<file path="config.mk">
export PLATFORM = sky130hd
export DESIGN_NAME = input_event_classifier_unit
export DESIGN_NICKNAME = d
export VERILOG_FILES = /design/src/sv/ieu_pkg.sv /design/src/sv/ieu_in_reg.sv /design/src/sv/ieu_classify.sv /design/src/sv/input_event_classifier_unit.sv
export SDC_FILE = /design/constraint.sdc
export NUM_CORES = 1
export LEC_CHECK = 0
export BUFFER_PORTS_ARGS = -buffer_cell sky130_fd_sc_hd__buf_2
export CAP_MARGIN = 20
export CORE_MARGIN = 1
export CORE_UTILIZATION = 50
export DETAILED_ROUTE_END_ITERATION = 8
export PLACE_DENSITY_LB_ADDON = 0.15
export SLEW_MARGIN = 40
export SYNTH_ARGS = -nofsm -noshare
export SYNTH_HDL_FRONTEND = slang
export SYNTH_SLANG_ARGS = --single-unit
</file>
<file path="constraint.sdc">
create_clock -name i_clk -period 12.3 [get_ports i_clk]
set_clock_uncertainty 0.15 [all_clocks]
set_input_delay 1.23 -clock i_clk [delete_from_list [all_inputs] [get_ports i_clk]]
set_output_delay 1.23 -clock i_clk [all_outputs]
set_load 0.005 [all_outputs]
</file>
<file path="src/sv/ieu_pkg.sv">
// Shared types, codes and helper functions for the input event classifier.
// No dependencies; every module of the classifier imports this package.
package ieu_pkg;

    // Width of the stored last-move timestamp.
    localparam int TIME_BITS = 32;

    // Configuration register indexes.
    localparam logic [1:0] CFG_RECORD_MASK  = 2'd0;
    localparam logic [1:0] CFG_MIN_INTERVAL = 2'd1;
    localparam logic [1:0] CFG_MIN_DISTANCE = 2'd2;
    localparam logic [1:0] CFG_START_TIME   = 2'd3;

    // Record mask bit positions.
    localparam int MASK_MOVE  = 0;
    localparam int MASK_CLICK = 1;
    localparam int MASK_WHEEL = 2;
    localparam int MASK_KEY   = 3;

    // Event kinds.
    localparam logic [2:0] KIND_MOVE     = 3'd0;
    localparam logic [2:0] KIND_DOWN     = 3'd1;
    localparam logic [2:0] KIND_UP       = 3'd2;
    localparam logic [2:0] KIND_WHEEL    = 3'd3;
    localparam logic [2:0] KIND_HWHEEL   = 3'd4;
    localparam logic [2:0] KIND_KEY_DOWN = 3'd5;
    localparam logic [2:0] KIND_KEY_UP   = 3'd6;

    // Button codes.
    localparam logic [2:0] BTN_NONE   = 3'd0;
    localparam logic [2:0] BTN_LEFT   = 3'd1;
    localparam logic [2:0] BTN_RIGHT  = 3'd2;
    localparam logic [2:0] BTN_MIDDLE = 3'd3;
    localparam logic [2:0] BTN_X1     = 3'd4;
    localparam logic [2:0] BTN_X2     = 3'd5;

    // Mouse message codes.
    localparam logic [15:0] MSG_MOVE     = 16'h0200;
    localparam logic [15:0] MSG_LDOWN    = 16'h0201;
    localparam logic [15:0] MSG_LUP      = 16'h0202;
    localparam logic [15:0] MSG_RDOWN    = 16'h0204;
    localparam logic [15:0] MSG_RUP      = 16'h0205;
    localparam logic [15:0] MSG_MDOWN    = 16'h0207;
    localparam logic [15:0] MSG_MUP      = 16'h0208;
    localparam logic [15:0] MSG_WHEEL    = 16'h020A;
    localparam logic [15:0] MSG_XDOWN    = 16'h020B;
    localparam logic [15:0] MSG_XUP      = 16'h020C;
    localparam logic [15:0] MSG_HWHEEL   = 16'h020E;

    // X button number that selects the first extra button.
    localparam logic [15:0] XBUTTON_ONE = 16'h0001;

    // Event source selector.
    localparam logic SRC_MOUSE = 1'b0;
    localparam logic SRC_KEY   = 1'b1;

    // Key flag bit positions.
    localparam int KEY_FLAG_UP  = 7;
    localparam int KEY_FLAG_EXT = 0;

    // Modifier bits.
    localparam logic [3:0] MOD_CTRL  = 4'h1;
    localparam logic [3:0] MOD_SHIFT = 4'h2;
    localparam logic [3:0] MOD_ALT   = 4'h4;
    localparam logic [3:0] MOD_WIN   = 4'h8;
    localparam logic [3:0] MOD_NONE  = 4'h0;

    // Virtual key codes of the modifier keys.
    localparam logic [7:0] KEY_SHIFT  = 8'h10;
    localparam logic [7:0] VK_CTRL    = 8'h11;
    localparam logic [7:0] VK_ALT     = 8'h12;
    localparam logic [7:0] VK_LWIN    = 8'h5B;
    localparam logic [7:0] VK_RWIN    = 8'h5C;
    localparam logic [7:0] KEY_LSHIFT = 8'hA0;
    localparam logic [7:0] KEY_RSHIFT = 8'hA1;
    localparam logic [7:0] VK_LCTRL   = 8'hA2;
    localparam logic [7:0] VK_RCTRL   = 8'hA3;
    localparam logic [7:0] VK_LALT    = 8'hA4;
    localparam logic [7:0] VK_RALT    = 8'hA5;

    // One raw input event.
    typedef struct packed {
        logic               op;
        logic        [31:0] time_ms;
        logic        [15:0] mouse_message;
        logic signed [15:0] pos_x;
        logic signed [15:0] pos_y;
        logic        [31:0] mouse_data;
        logic        [7:0]  vk_code;
        logic        [15:0] scan_code;
        logic        [7:0]  key_flags;
    } t_item;

    // One classified event.
    typedef struct packed {
        logic        [2:0]  event_kind;
        logic        [2:0]  button;
        logic        [31:0] rel_time_ms;
        logic signed [15:0] out_x;
        logic signed [15:0] out_y;
        logic signed [15:0] wheel_delta;
        logic        [7:0]  key_code;
        logic        [15:0] key_scan;
        logic               extended;
        logic        [3:0]  modifiers;
    } t_result;

    // Configuration register contents.
    typedef struct packed {
        logic [3:0]  record_mask;
        logic [15:0] min_interval_ms;
        logic [16:0] min_distance;
        logic [31:0] start_time_ms;
    } t_cfg;

    // Modifier bit touched by a virtual key, none for ordinary keys.
    function automatic logic [3:0] modifier_bit(input logic [7:0] vk);
        logic [3:0] bit_sel;
        case (vk) inside
            VK_CTRL, VK_LCTRL, VK_RCTRL:       bit_sel = MOD_CTRL;
            KEY_SHIFT, KEY_LSHIFT, KEY_RSHIFT: bit_sel = MOD_SHIFT;
            VK_ALT, VK_LALT, VK_RALT:          bit_sel = MOD_ALT;
            VK_LWIN, VK_RWIN:                  bit_sel = MOD_WIN;
            default:                           bit_sel = MOD_NONE;
        endcase
        return bit_sel;
    endfunction

endpackage

</file>
<file path="src/sv/ieu_in_reg.sv">
// Input register stage of the input event classifier.
// Depends on ieu_pkg for the event type.
module ieu_in_reg (
    input  logic          i_clk,
    input  logic          i_rst_n,
    input  logic          i_valid,
    output logic          o_ready,
    input  ieu_pkg::t_item i_item,
    output logic          o_valid,
    input  logic          i_ready,
    output ieu_pkg::t_item o_item
);
    import ieu_pkg::*;

    logic  r_valid;
    t_item r_item;

    // The stage takes a new transaction when empty or when its content moves on.
    assign o_ready = !r_valid || i_ready;
    assign o_valid = r_valid;
    assign o_item  = r_item;

    // Valid flag.
    always_ff @(posedge i_clk) begin
        if (!i_rst_n) begin
            r_valid <= 1'b0;
        end else if (o_ready) begin
            r_valid <= i_valid;
        end
    end

    // Event payload.
    always_ff @(posedge i_clk) begin
        if (o_ready && i_valid) begin
            r_item <= i_item;
        end
    end

endmodule

</file>
<file path="src/sv/ieu_classify.sv">
// Classification stage: decodes one event, applies the mask and move filter,
// keeps modifier and last-move state, and holds the result register.
// Depends on ieu_pkg for types, codes and the modifier lookup.
module ieu_classify (
    input  logic             i_clk,
    input  logic             i_rst_n,
    input  ieu_pkg::t_cfg    i_cfg,
    input  logic             i_valid,
    output logic             o_ready,
    input  ieu_pkg::t_item   i_item,
    output logic             o_valid,
    input  logic             i_ready,
    output ieu_pkg::t_result o_result
);
    import ieu_pkg::*;

    logic                 r_out_valid;
    t_result              r_result;
    logic [3:0]           r_mods;
    logic                 r_last_valid;
    logic [TIME_BITS-1:0] r_last_time;
    logic signed [15:0]   r_last_x;
    logic signed [15:0]   r_last_y;

    logic                 advance;
    logic                 fire;
    logic                 keep;
    logic                 is_move;
    logic                 known;
    logic [3:0]           need;
    logic [31:0]          rel;
    logic [15:0]          hi;
    logic [2:0]           xbtn;
    logic [3:0]           mod_sel;
    logic                 key_up;
    logic [3:0]           n_mods;
    logic [TIME_BITS-1:0] rel_t;
    logic [TIME_BITS-1:0] dt;
    logic signed [16:0]   dx;
    logic signed [16:0]   dy;
    logic [15:0]          adx;
    logic [15:0]          ady;
    logic [16:0]          manhattan;
    logic                 too_close;
    t_result              n_result;

    // The result register frees when empty or when its transaction is taken.
    assign advance = !r_out_valid || i_ready;
    assign o_ready = advance;
    assign fire    = i_valid && advance;

    // Common terms.
    assign rel     = i_item.time_ms - i_cfg.start_time_ms;
    assign hi      = i_item.mouse_data[31:16];
    assign xbtn    = (hi == XBUTTON_ONE) ? BTN_X1 : BTN_X2;
    assign mod_sel = modifier_bit(i_item.vk_code);
    assign key_up  = i_item.key_flags[KEY_FLAG_UP];
    assign n_mods  = key_up ? (r_mods & ~mod_sel) : (r_mods | mod_sel);

    // Move filter: wrapped time since the last kept move and Manhattan distance.
    assign rel_t     = TIME_BITS'(rel);
    assign dt        = rel_t - r_last_time;
    assign dx        = 17'(i_item.pos_x) - 17'(r_last_x);
    assign dy        = 17'(i_item.pos_y) - 17'(r_last_y);
    assign adx       = dx[16] ? 16'(-dx) : dx[15:0];
    assign ady       = dy[16] ? 16'(-dy) : dy[15:0];
    assign manhattan = 17'(adx) + 17'(ady);
    assign too_close = r_last_valid
                    && (dt < TIME_BITS'(i_cfg.min_interval_ms))
                    && (manhattan < i_cfg.min_distance);

    // Message decode and result assembly.
    always_comb begin
        n_result             = '0;
        n_result.rel_time_ms = rel;
        known                = 1'b0;
        need                 = '0;
        is_move              = 1'b0;
        if (i_item.op == SRC_KEY) begin
            known               = 1'b1;
            need[MASK_KEY]      = 1'b1;
            n_result.event_kind = key_up ? KIND_KEY_UP : KIND_KEY_DOWN;
            n_result.key_code   = i_item.vk_code;
            n_result.key_scan   = i_item.scan_code;
            n_result.extended   = i_item.key_flags[KEY_FLAG_EXT];
            n_result.modifiers  = n_mods;
        end else begin
            n_result.out_x = i_item.pos_x;
            n_result.out_y = i_item.pos_y;
            known          = 1'b1;
            unique case (i_item.mouse_message)
                MSG_MOVE: begin
                    n_result.event_kind = KIND_MOVE;
                    need[MASK_MOVE]     = 1'b1;
                    is_move             = 1'b1;
                end
                MSG_LDOWN: begin
                    n_result.event_kind = KIND_DOWN;
                    n_result.button     = BTN_LEFT;
                    need[MASK_CLICK]    = 1'b1;
                end
                MSG_LUP: begin
                    n_result.event_kind = KIND_UP;
                    n_result.button     = BTN_LEFT;
                    need[MASK_CLICK]    = 1'b1;
                end
                MSG_RDOWN: begin
                    n_result.event_kind = KIND_DOWN;
                    n_result.button     = BTN_RIGHT;
                    need[MASK_CLICK]    = 1'b1;
                end
                MSG_RUP: begin
                    n_result.event_kind = KIND_UP;
                    n_result.button     = BTN_RIGHT;
                    need[MASK_CLICK]    = 1'b1;
                end
                MSG_MDOWN: begin
                    n_result.event_kind = KIND_DOWN;
                    n_result.button     = BTN_MIDDLE;
                    need[MASK_CLICK]    = 1'b1;
                end
                MSG_MUP: begin
                    n_result.event_kind = KIND_UP;
                    n_result.button     = BTN_MIDDLE;
                    need[MASK_CLICK]    = 1'b1;
                end
                MSG_XDOWN: begin
                    n_result.event_kind = KIND_DOWN;
                    n_result.button     = xbtn;
                    need[MASK_CLICK]    = 1'b1;
                end
                MSG_XUP: begin
                    n_result.event_kind = KIND_UP;
                    n_result.button     = xbtn;
                    need[MASK_CLICK]    = 1'b1;
                end
                MSG_WHEEL: begin
                    n_result.event_kind  = KIND_WHEEL;
                    n_result.wheel_delta = hi;
                    need[MASK_WHEEL]     = 1'b1;
                end
                MSG_HWHEEL: begin
                    n_result.event_kind  = KIND_HWHEEL;
                    n_result.wheel_delta = hi;
                    need[MASK_WHEEL]     = 1'b1;
                end
                default: begin
                    known = 1'b0;
                end
            endcase
        end
        keep = known && ((need & i_cfg.record_mask) != '0) && !(is_move && too_close);
    end

    // Result register.
    always_ff @(posedge i_clk) begin
        if (!i_rst_n) begin
            r_out_valid <= 1'b0;
        end else if (advance) begin
            r_out_valid <= fire && keep;
        end
    end

    always_ff @(posedge i_clk) begin
        if (fire && keep) begin
            r_result <= n_result;
        end
    end

    // Modifier state follows every recorded key event.
    always_ff @(posedge i_clk) begin
        if (!i_rst_n) begin
            r_mods <= '0;
        end else if (fire && keep && i_item.op == SRC_KEY) begin
            r_mods <= n_mods;
        end
    end

    // Last kept move.
    always_ff @(posedge i_clk) begin
        if (!i_rst_n) begin
            r_last_valid <= 1'b0;
            r_last_time  <= '0;
            r_last_x     <= '0;
            r_last_y     <= '0;
        end else if (fire && keep && is_move) begin
            r_last_valid <= 1'b1;
            r_last_time  <= rel_t;
            r_last_x     <= i_item.pos_x;
            r_last_y     <= i_item.pos_y;
        end
    end

    assign o_valid  = r_out_valid;
    assign o_result = r_result;

endmodule

</file>
<file path="src/sv/input_event_classifier_unit.sv">
// Top level of the input event classifier: stream ports, configuration
// registers and the two pipeline stages. Depends on ieu_pkg, ieu_in_reg
// and ieu_classify.
//
// The unit takes one raw mouse or keyboard event per transaction and emits
// at most one classified event. It accepts a new event every clock cycle
// while the output is not stalled; each event passes the input register,
// then decode, mask, move filter and state update into the result register.
// Modifier and last-move state are updated in the decode cycle, so back-to-back
// events see each other's effect. Dropped events (unknown message, masked
// class, filtered move) produce no output transaction. Configuration writes
// take effect at once and are meant for idle periods.
module input_event_classifier_unit (
    input  logic          i_clk,
    input  logic          i_rst_n,
    // Configuration write port.
    input  logic          i_cfg_we,
    input  logic [1:0]    i_cfg_idx,
    input  logic [31:0]   i_cfg_data,
    // Event input stream.
    input  logic          s_tvalid,
    output logic          s_tready,
    // tdata: time_ms[31:0], mouse_message[47:32], pos_x[63:48], pos_y[79:64],
    //        mouse_data[111:80], vk_code[119:112], scan_code[135:120],
    //        key_flags[143:136]
    input  logic [143:0]  s_tdata,
    // tuser: op[0]
    input  logic          s_tuser,
    // Classified event output stream.
    output logic          m_tvalid,
    input  logic          m_tready,
    // tdata: button[2:0], rel_time_ms[34:3], out_x[50:35], out_y[66:51],
    //        wheel_delta[82:67], key_code[90:83], key_scan[106:91],
    //        extended[107], modifiers[111:108]
    output logic [111:0]  m_tdata,
    // tuser: event_kind[2:0]
    output logic [2:0]    m_tuser
);
    import ieu_pkg::*;

    t_cfg    r_cfg;
    t_item   in_item;
    t_item   stage_item;
    t_result result;
    logic    stage_valid;
    logic    stage_ready;

    // Configuration registers.
    always_ff @(posedge i_clk) begin
        if (!i_rst_n) begin
            r_cfg.record_mask     <= 4'hF;
            r_cfg.min_interval_ms <= '0;
            r_cfg.min_distance    <= '0;
            r_cfg.start_time_ms   <= '0;
        end else if (i_cfg_we) begin
            unique case (i_cfg_idx)
                CFG_RECORD_MASK:  r_cfg.record_mask     <= i_cfg_data[3:0];
                CFG_MIN_INTERVAL: r_cfg.min_interval_ms <= i_cfg_data[15:0];
                CFG_MIN_DISTANCE: r_cfg.min_distance    <= i_cfg_data[16:0];
                CFG_START_TIME:   r_cfg.start_time_ms   <= i_cfg_data;
                default: ;
            endcase
        end
    end

    // Unpack the input transaction.
    always_comb begin
        in_item.op            = s_tuser;
        in_item.time_ms       = s_tdata[31:0];
        in_item.mouse_message = s_tdata[47:32];
        in_item.pos_x         = s_tdata[63:48];
        in_item.pos_y         = s_tdata[79:64];
        in_item.mouse_data    = s_tdata[111:80];
        in_item.vk_code       = s_tdata[119:112];
        in_item.scan_code     = s_tdata[135:120];
        in_item.key_flags     = s_tdata[143:136];
    end

    ieu_in_reg u_in_reg (
        .i_clk   (i_clk),
        .i_rst_n (i_rst_n),
        .i_valid (s_tvalid),
        .o_ready (s_tready),
        .i_item  (in_item),
        .o_valid (stage_valid),
        .i_ready (stage_ready),
        .o_item  (stage_item)
    );

    ieu_classify u_classify (
        .i_clk    (i_clk),
        .i_rst_n  (i_rst_n),
        .i_cfg    (r_cfg),
        .i_valid  (stage_valid),
        .o_ready  (stage_ready),
        .i_item   (stage_item),
        .o_valid  (m_tvalid),
        .i_ready  (m_tready),
        .o_result (result)
    );

    // Pack the output transaction.
    assign m_tuser = result.event_kind;
    assign m_tdata = {result.modifiers, result.extended, result.key_scan, result.key_code,
                      result.wheel_delta, result.out_y, result.out_x, result.rel_time_ms,
                      result.button};

endmodule

</file>
* Word level (Yosys, flattened, before mapping)
Index checks and enable logic that the tools add are counted.
** Cells by class
- Reduce and logical (&&, ||, !) cells :: 35
- Add/sub/neg operators :: 7
- Div/mod/pow operators :: 0
- Multipliers :: 0
- Shift-type cells :: 0
- Equal/unequal tests :: 26
- Muxes and demuxes :: 20
- Bitwise operators :: 5
- $lt $le $gt $ge :: 2
** Operators with widths (count)
- 16-bit by 10-bit equality test with 1-bit output, second input constant :: 11
- 32-bit subtractor :: 2
- 8-bit equality test, second input constant :: 6
- 16-bit by 16-bit subtractor with 17-bit output :: 2
- 32-bit by 16-bit < comparator with 1-bit output :: 1
- 16-bit 2-to-1 mux :: 2
- 16-bit negator :: 2
- 8-bit by 5-bit equality test with 1-bit output, second input constant :: 3
- 3-bit one-hot mux with 4 select lines :: 2
- 4-bit 2-to-1 mux :: 5
- 16-bit by 16-bit adder with 17-bit output :: 1
- 17-bit < comparator :: 1
- 16-bit by 1-bit equality test with 1-bit output, second input constant :: 1
- 8-bit by 7-bit equality test with 1-bit output, second input constant :: 2
- 2-bit OR reduction :: 7
- 11-bit OR reduction :: 1
- 1-bit logical AND :: 10
- 3-bit OR reduction :: 3
- 4-bit AND :: 2
- 1-bit 2-to-1 mux :: 8
- 2-bit AND reduction :: 4
- 4-bit OR reduction :: 2
- 8-bit OR reduction :: 1
- 3-bit 2-to-1 mux :: 2
- other kinds (10) :: 14
** Storage, ports and cells
- Logic and storage cells :: 125
- Bits in latches :: 0
- Output and inout port bits :: 117
- RAM bits :: 0
- Memory bits (read-only) :: 0
- Register bits :: 400
- Memories kept :: 0

* Depth between registers and ports, before layout
- Depth after elaboration :: 11
- Mapped depth :: 41

* Modules after synthesis
From an unflattened synthesis, not the netlist that was laid out.
** Unflattened totals
- Cell total of the unflattened synthesis :: 2023
- Area, all modules :: 21240.4 µm²
** By module, submodules not included
- ieu_classify :: cells an instance 1608, times used 1, area an instance 14182.4 µm², sequential area each 4854.7 µm²
- ieu_in_reg :: cells an instance 150, times used 1, area an instance 4411.7 µm², sequential area each 4374.2 µm²
- input_event_classifier_unit :: cells an instance 265, times used 1, area an instance 2646.3 µm², sequential area each 1381.3 µm²

* Least setup slack after synthesis
Ideal clock, no wire load.
- Path type :: flip-flop to flip-flop
- From :: reg u_in_reg.r_item (netlist bit u_in_reg.o_item[64])
- To :: reg u_classify.r_last_time[0]
- Slack :: 0.224 ns
- Arrival time :: 11.560 ns
- Buffers on the path :: 1
- Required time :: 11.784 ns
- Library setup time :: 0.366 ns
- Cell stages (with the launch flop) :: 37
- Cell sequence :: edfxtp_1 -> inv_1 -> ha_1 -> fa_1 -> nor2b_1 -> o21ai_0 -> a21boi_0 -> o211ai_1 -> a21oi_1 -> nor3_1 -> nor3b_1 -> o31ai_1 -> a31o_2 -> clkbuf_1 -> nand2_1 -> o21ai_0 -> ha_1 -> a21o_1 -> a21oi_1 -> o21ai_0 -> a21oi_1 -> nor2b_1 -> o21a_1 -> o31a_1 -> o41ai_1 -> o2111ai_1 -> a21oi_1 -> xnor2_1 -> ha_1 -> nand4_1 -> a211o_1 -> o2111ai_1 -> or4_4 -> nor4_4 -> and4_1 -> nor2_1 -> a311oi_1
** On the way
- Longest elaborated chain between the ends :: 11
** RTL lines
- from (decl) :: line ieu_in_reg.sv:16 : t_item r_item;
- from (signal assigned) :: line ieu_in_reg.sv:35 : r_item <= i_item;
- 16-bit by 16-bit subtractor with 17-bit output (*) :: line ieu_classify.sv:64 : assign dy = 17'(i_item.pos_y) - 17'(r_last_y);
- 16-bit negator :: line ieu_classify.sv:66 : assign ady = dy[16] ? 16'(-dy) : dy[15:0];
- 16-bit 2-to-1 mux (*) :: line ieu_classify.sv:66
- 16-bit by 16-bit adder with 17-bit output (*) :: line ieu_classify.sv:67 : assign manhattan = 17'(adx) + 17'(ady);
- 17-bit < comparator (*) :: line ieu_classify.sv:70 : && (manhattan < i_cfg.min_distance);
- 1-bit logical AND (*) :: line ieu_classify.sv:70
- 1-bit logical AND (*) :: line ieu_classify.sv:152 : keep = known && ((need & i_cfg.record_mask) != '0) && !(is_move && too_close);
- 1-bit zero test (*) :: line ieu_classify.sv:152
- 1-bit logical AND (*) :: line ieu_classify.sv:152
- 1-bit logical AND (*) (2 in a row) :: line ieu_classify.sv:186 : end else if (fire && keep && is_move) begin
- to (signal assigned) :: line ieu_classify.sv:188 : r_last_time <= rel_t;
- to (decl) :: line ieu_classify.sv:21 : logic [TIME_BITS-1:0] r_last_time;
Every way passes the cells marked *; elsewhere a longest branch is shown, timed or not.
A chain may end at the register's enable or synchronous reset.

* Worst setup path in the final report
- From :: reg u_in_reg.r_item (netlist bit u_in_reg.o_item[80])
- To :: reg u_classify.r_last_time[0]
** On the way
- Longest elaborated chain between the ends :: 11
** RTL lines
- 16-bit by 16-bit subtractor with 17-bit output (*) :: line ieu_classify.sv:63 : assign dx = 17'(i_item.pos_x) - 17'(r_last_x);
- 16-bit negator :: line ieu_classify.sv:65 : assign adx = dx[16] ? 16'(-dx) : dx[15:0];
- 16-bit 2-to-1 mux (*) :: line ieu_classify.sv:65
- 16-bit by 16-bit adder with 17-bit output (*) :: line ieu_classify.sv:67
- 17-bit < comparator (*) :: line ieu_classify.sv:70
- 1-bit logical AND (*) :: line ieu_classify.sv:70
- 1-bit logical AND (*) :: line ieu_classify.sv:152
- 1-bit zero test (*) :: line ieu_classify.sv:152
- 1-bit logical AND (*) :: line ieu_classify.sv:152
- 1-bit logical AND (*) (2 in a row) :: line ieu_classify.sv:186
Marks and branches as above.

==> results.ini <==
[timing]
max_slew_margin_pct=47.2
min_period_ns=9.21
hold_viol_final=0
fin_tns_setup_ns=0
slew_viol_final=0
min_period_over_period_pct=74.9
rsz0062_at_grt=no
worst_pin_slew_ns=0.792
max_freq_mhz=109
hold_slack_ns=0.302
finalSetupViolations=0

[placed_design]
dp.cells=2795
hpwl_um=35500
numPortBuffers=278
dpl_cell_area_um2=22400
gp_congestion=0.874

[setup_path]
crit_path_max_incr_delay_ns=0.58
worstPathArrival_ns=9.53
critical_path.most_common_cell=a21oi_1
critPathKind=flop to flop
crit_required_ns=12.62
endpoint_kind=flop
cp_slowest_cell=o41ai_1
critPathLaunchType=flop
path_max_fanout=55

[final_layout]
layoutNonFillerInstCount=2879
n_fill_cell=3492
drive_gt1_share_pct=17.0
final_nets=2645
final_common_cell=nand2_1
layout_common_cells=292 x nand2_1, 277 x buf_2, 238 x edfxtp_1
area_growth_syn_to_layout_pct=15.7
design_area_um2=23800

[clock_network]
cts_tree=yes
postCtsResizedCells=0
cts-root-buf=clkbuf_16
cts_buffer_depth=3
ctsHoldBuffers=0
postCtsSetupRepairBufs=0
htree_num_levels=2
clk_pin_slew_ns=0.06
cts_buffers=41
cts.sinks=378
clk_latency_ns=0.56

[grt]
grt_remaining_overflow=0
grt_max_degree=90
grt_pass1_wl_um=76900
antenna_found_initial=8
grt_usage_pct=23.0
grt_pass1_vias=15100

[synthesis]
synthFlopType=edfxtp_1
synth-xor-area-share_pct=4.51
synth-edff-count=238
seq_area_frac_synth_pct=48.3
syn_area_per_cell_um2=10.0
yosysWarnings=0
ys_ff_latch=378
synth_cells=2052
synth-async-reset-ratio_pct=0
synthesis.nets=2384
syn_area_um2=20600
yosys.area_share.simple_pct=15.7
synth_top_family_by_area=simple AND/OR/NAND/NOR gates
synth-compound-area-share_pct=15.2
synth.distinct_cells=92
synth_fa_ha_area_share_pct=9.18
muxShareOfSynthArea_pct=2.19

[floorplanning]
die_h_um=205
die_w_um=205
coreArea_um2=40200
ios=301
rows=73
initial_core_util_pct=51.2
die_area_um2=42000

[routing]
drt-total-wl_um=48600
dr.pass1.iters=5
drt_iter0_drc=825
vias=15700
routed_via_density=5.45
ant_nets=0
wl_per_cell_um=16.9
drc=0

[pwr]
p_per_area_nw_per_um2=145
p_leak_nw=8.83
power.total_mw=3.45
ir_drop_v=0.000128

[min_path]
worstHoldPathType=flop to flop

[outcome]
status=finished clean

[flow_run]
drv_cap=0

[final cells by class]
type,count,area (um^2),area share (%)
Inverter,173,649,2.73
Antenna cell,8,20.0,0.0841
Multi-Input combinational cell,1428,9670,40.6
Tap cell,525,657,2.76
Clock inverter,14,150,0.631
Sequential cell,378,9950,41.8
Clock buffer,62,1200,5.04
Timing Repair Buffer,291,1510,6.35
[worst max-delay path, delay by kind of cell, from the launching register on]
kind / cells / cell delay, ns
AOI/OAI and AO/OA: 22 / 5.26
xor gates and xnor gates: 1 / 0.19
adders and majority gates: 4 / 0.97
buffers and inverters: 2 / 0.43
DFF: 1 / 0.38
and+or+nand+nor: 9 / 1.68
[flip-flops by register name, summed over array words and instances (netlist names)]
signal                   cells
u_in_reg.o_item            123
u_classify.o_result        115
r_cfg                       69
u_classify.r_last_time      32
u_classify.r_last_x         16
u_classify.r_last_y         16
u_classify.r_mods            4
u_classify.o_valid           1
u_classify.r_last_valid      1
u_in_reg.o_valid             1
[path summary, 6_finish.rpt]
check | slack [ns] | cells past startpoint | startpoint | to
setup / recovery | 3.09 | 38 | u_in_reg.o_item[80]$_DFFE_PP_ | u_classify.r_last_time[0]$_SDFFE_PN0P_
hold / removal | 0.30 | 2 | r_cfg[62]$_SDFFE_PN0P_ | r_cfg[62]$_SDFFE_PN0P_
setup reg to reg | 3.09 | 38 | u_in_reg.o_item[80]$_DFFE_PP_ | u_classify.r_last_time[0]$_SDFFE_PN0P_
hold reg to reg | 0.30 | 2 | r_cfg[62]$_SDFFE_PN0P_ | r_cfg[62]$_SDFFE_PN0P_
[cell usage after synthesis (all sizes together) (5+ instances only)]
cell type / n / area share, %
a31oi: 18 / 0.62
o21bai: 10 / 0.36
mux2i: 44 / 2.1
nand2b: 18 / 0.55
nor3b: 6 / 0.22
nand2: 292 / 5.3
dfxtp: 140 / 14
edfxtp: 238 / 35
xnor2: 81 / 3.4
a31o: 21 / 0.89
nor3: 26 / 0.66
inv: 172 / 3.1
a21o: 27 / 0.98
buf: 19 / 0.67
o21a: 30 / 1.1
clkbuf: 54 / 0.98
nor4: 10 / 0.44
a21boi: 10 / 0.36
o41ai: 5 / 0.21
and3: 9 / 0.27
o2111ai: 6 / 0.29
a311oi: 7 / 0.30
or2: 5 / 0.15
o31ai: 18 / 0.88
a21oi: 154 / 3.8
ha: 143 / 8.7
o211ai: 12 / 0.44
nor4b: 5 / 0.24
nand3b: 6 / 0.22
nand3: 31 / 0.75
a2111oi: 7 / 0.49
xor2: 25 / 1.1
and2: 52 / 1.6
o21ai: 68 / 1.7
a211oi: 28 / 1.0
or3: 16 / 0.49
fa: 5 / 0.49
nor2: 100 / 1.8
o31a: 6 / 0.26
nand4: 30 / 0.94
nor2b: 50 / 1.5
[where the power goes]
group	switching (mW)	leakage (nW)	internal, mW
sequential	0.0212	3.36	1.40
clock	0.494	0.659	0.739
combinational	0.469	4.81	0.327
[cells by family after synthesis]
kind of cell,count (synthesis)
AND/OR/NAND/NOR,668
AO/OA/AOI/OAI,461
flip-flops,378
buffers and inverters,246
adder cells (fa/ha/maj),148
XOR/XNOR,106
multiplexers,45
[per-layer routing]
layer  wire, um  GRT usage (%)  vias up  part of all wire, %
met5          0              0        -                    0
met4        970           6.98        0                  2.0
met3       2100           3.95       63                  4.3
met2      23400           38.7      331                   48
met1      22100           30.1     7435                   46
li1           -              -     7848                    -
[per-stage QoR]
step | utilization, % | worst slack [ns]
floorplan | - | 0.224
global placement | 55.7 | 3.15
detailed placement | 55.8 | 3.13
CTS | 59.2 | 3.11
global route | 59.2 | 2.31
finish | 59.2 | 3.09
Power figures use the tool's default switching activity.
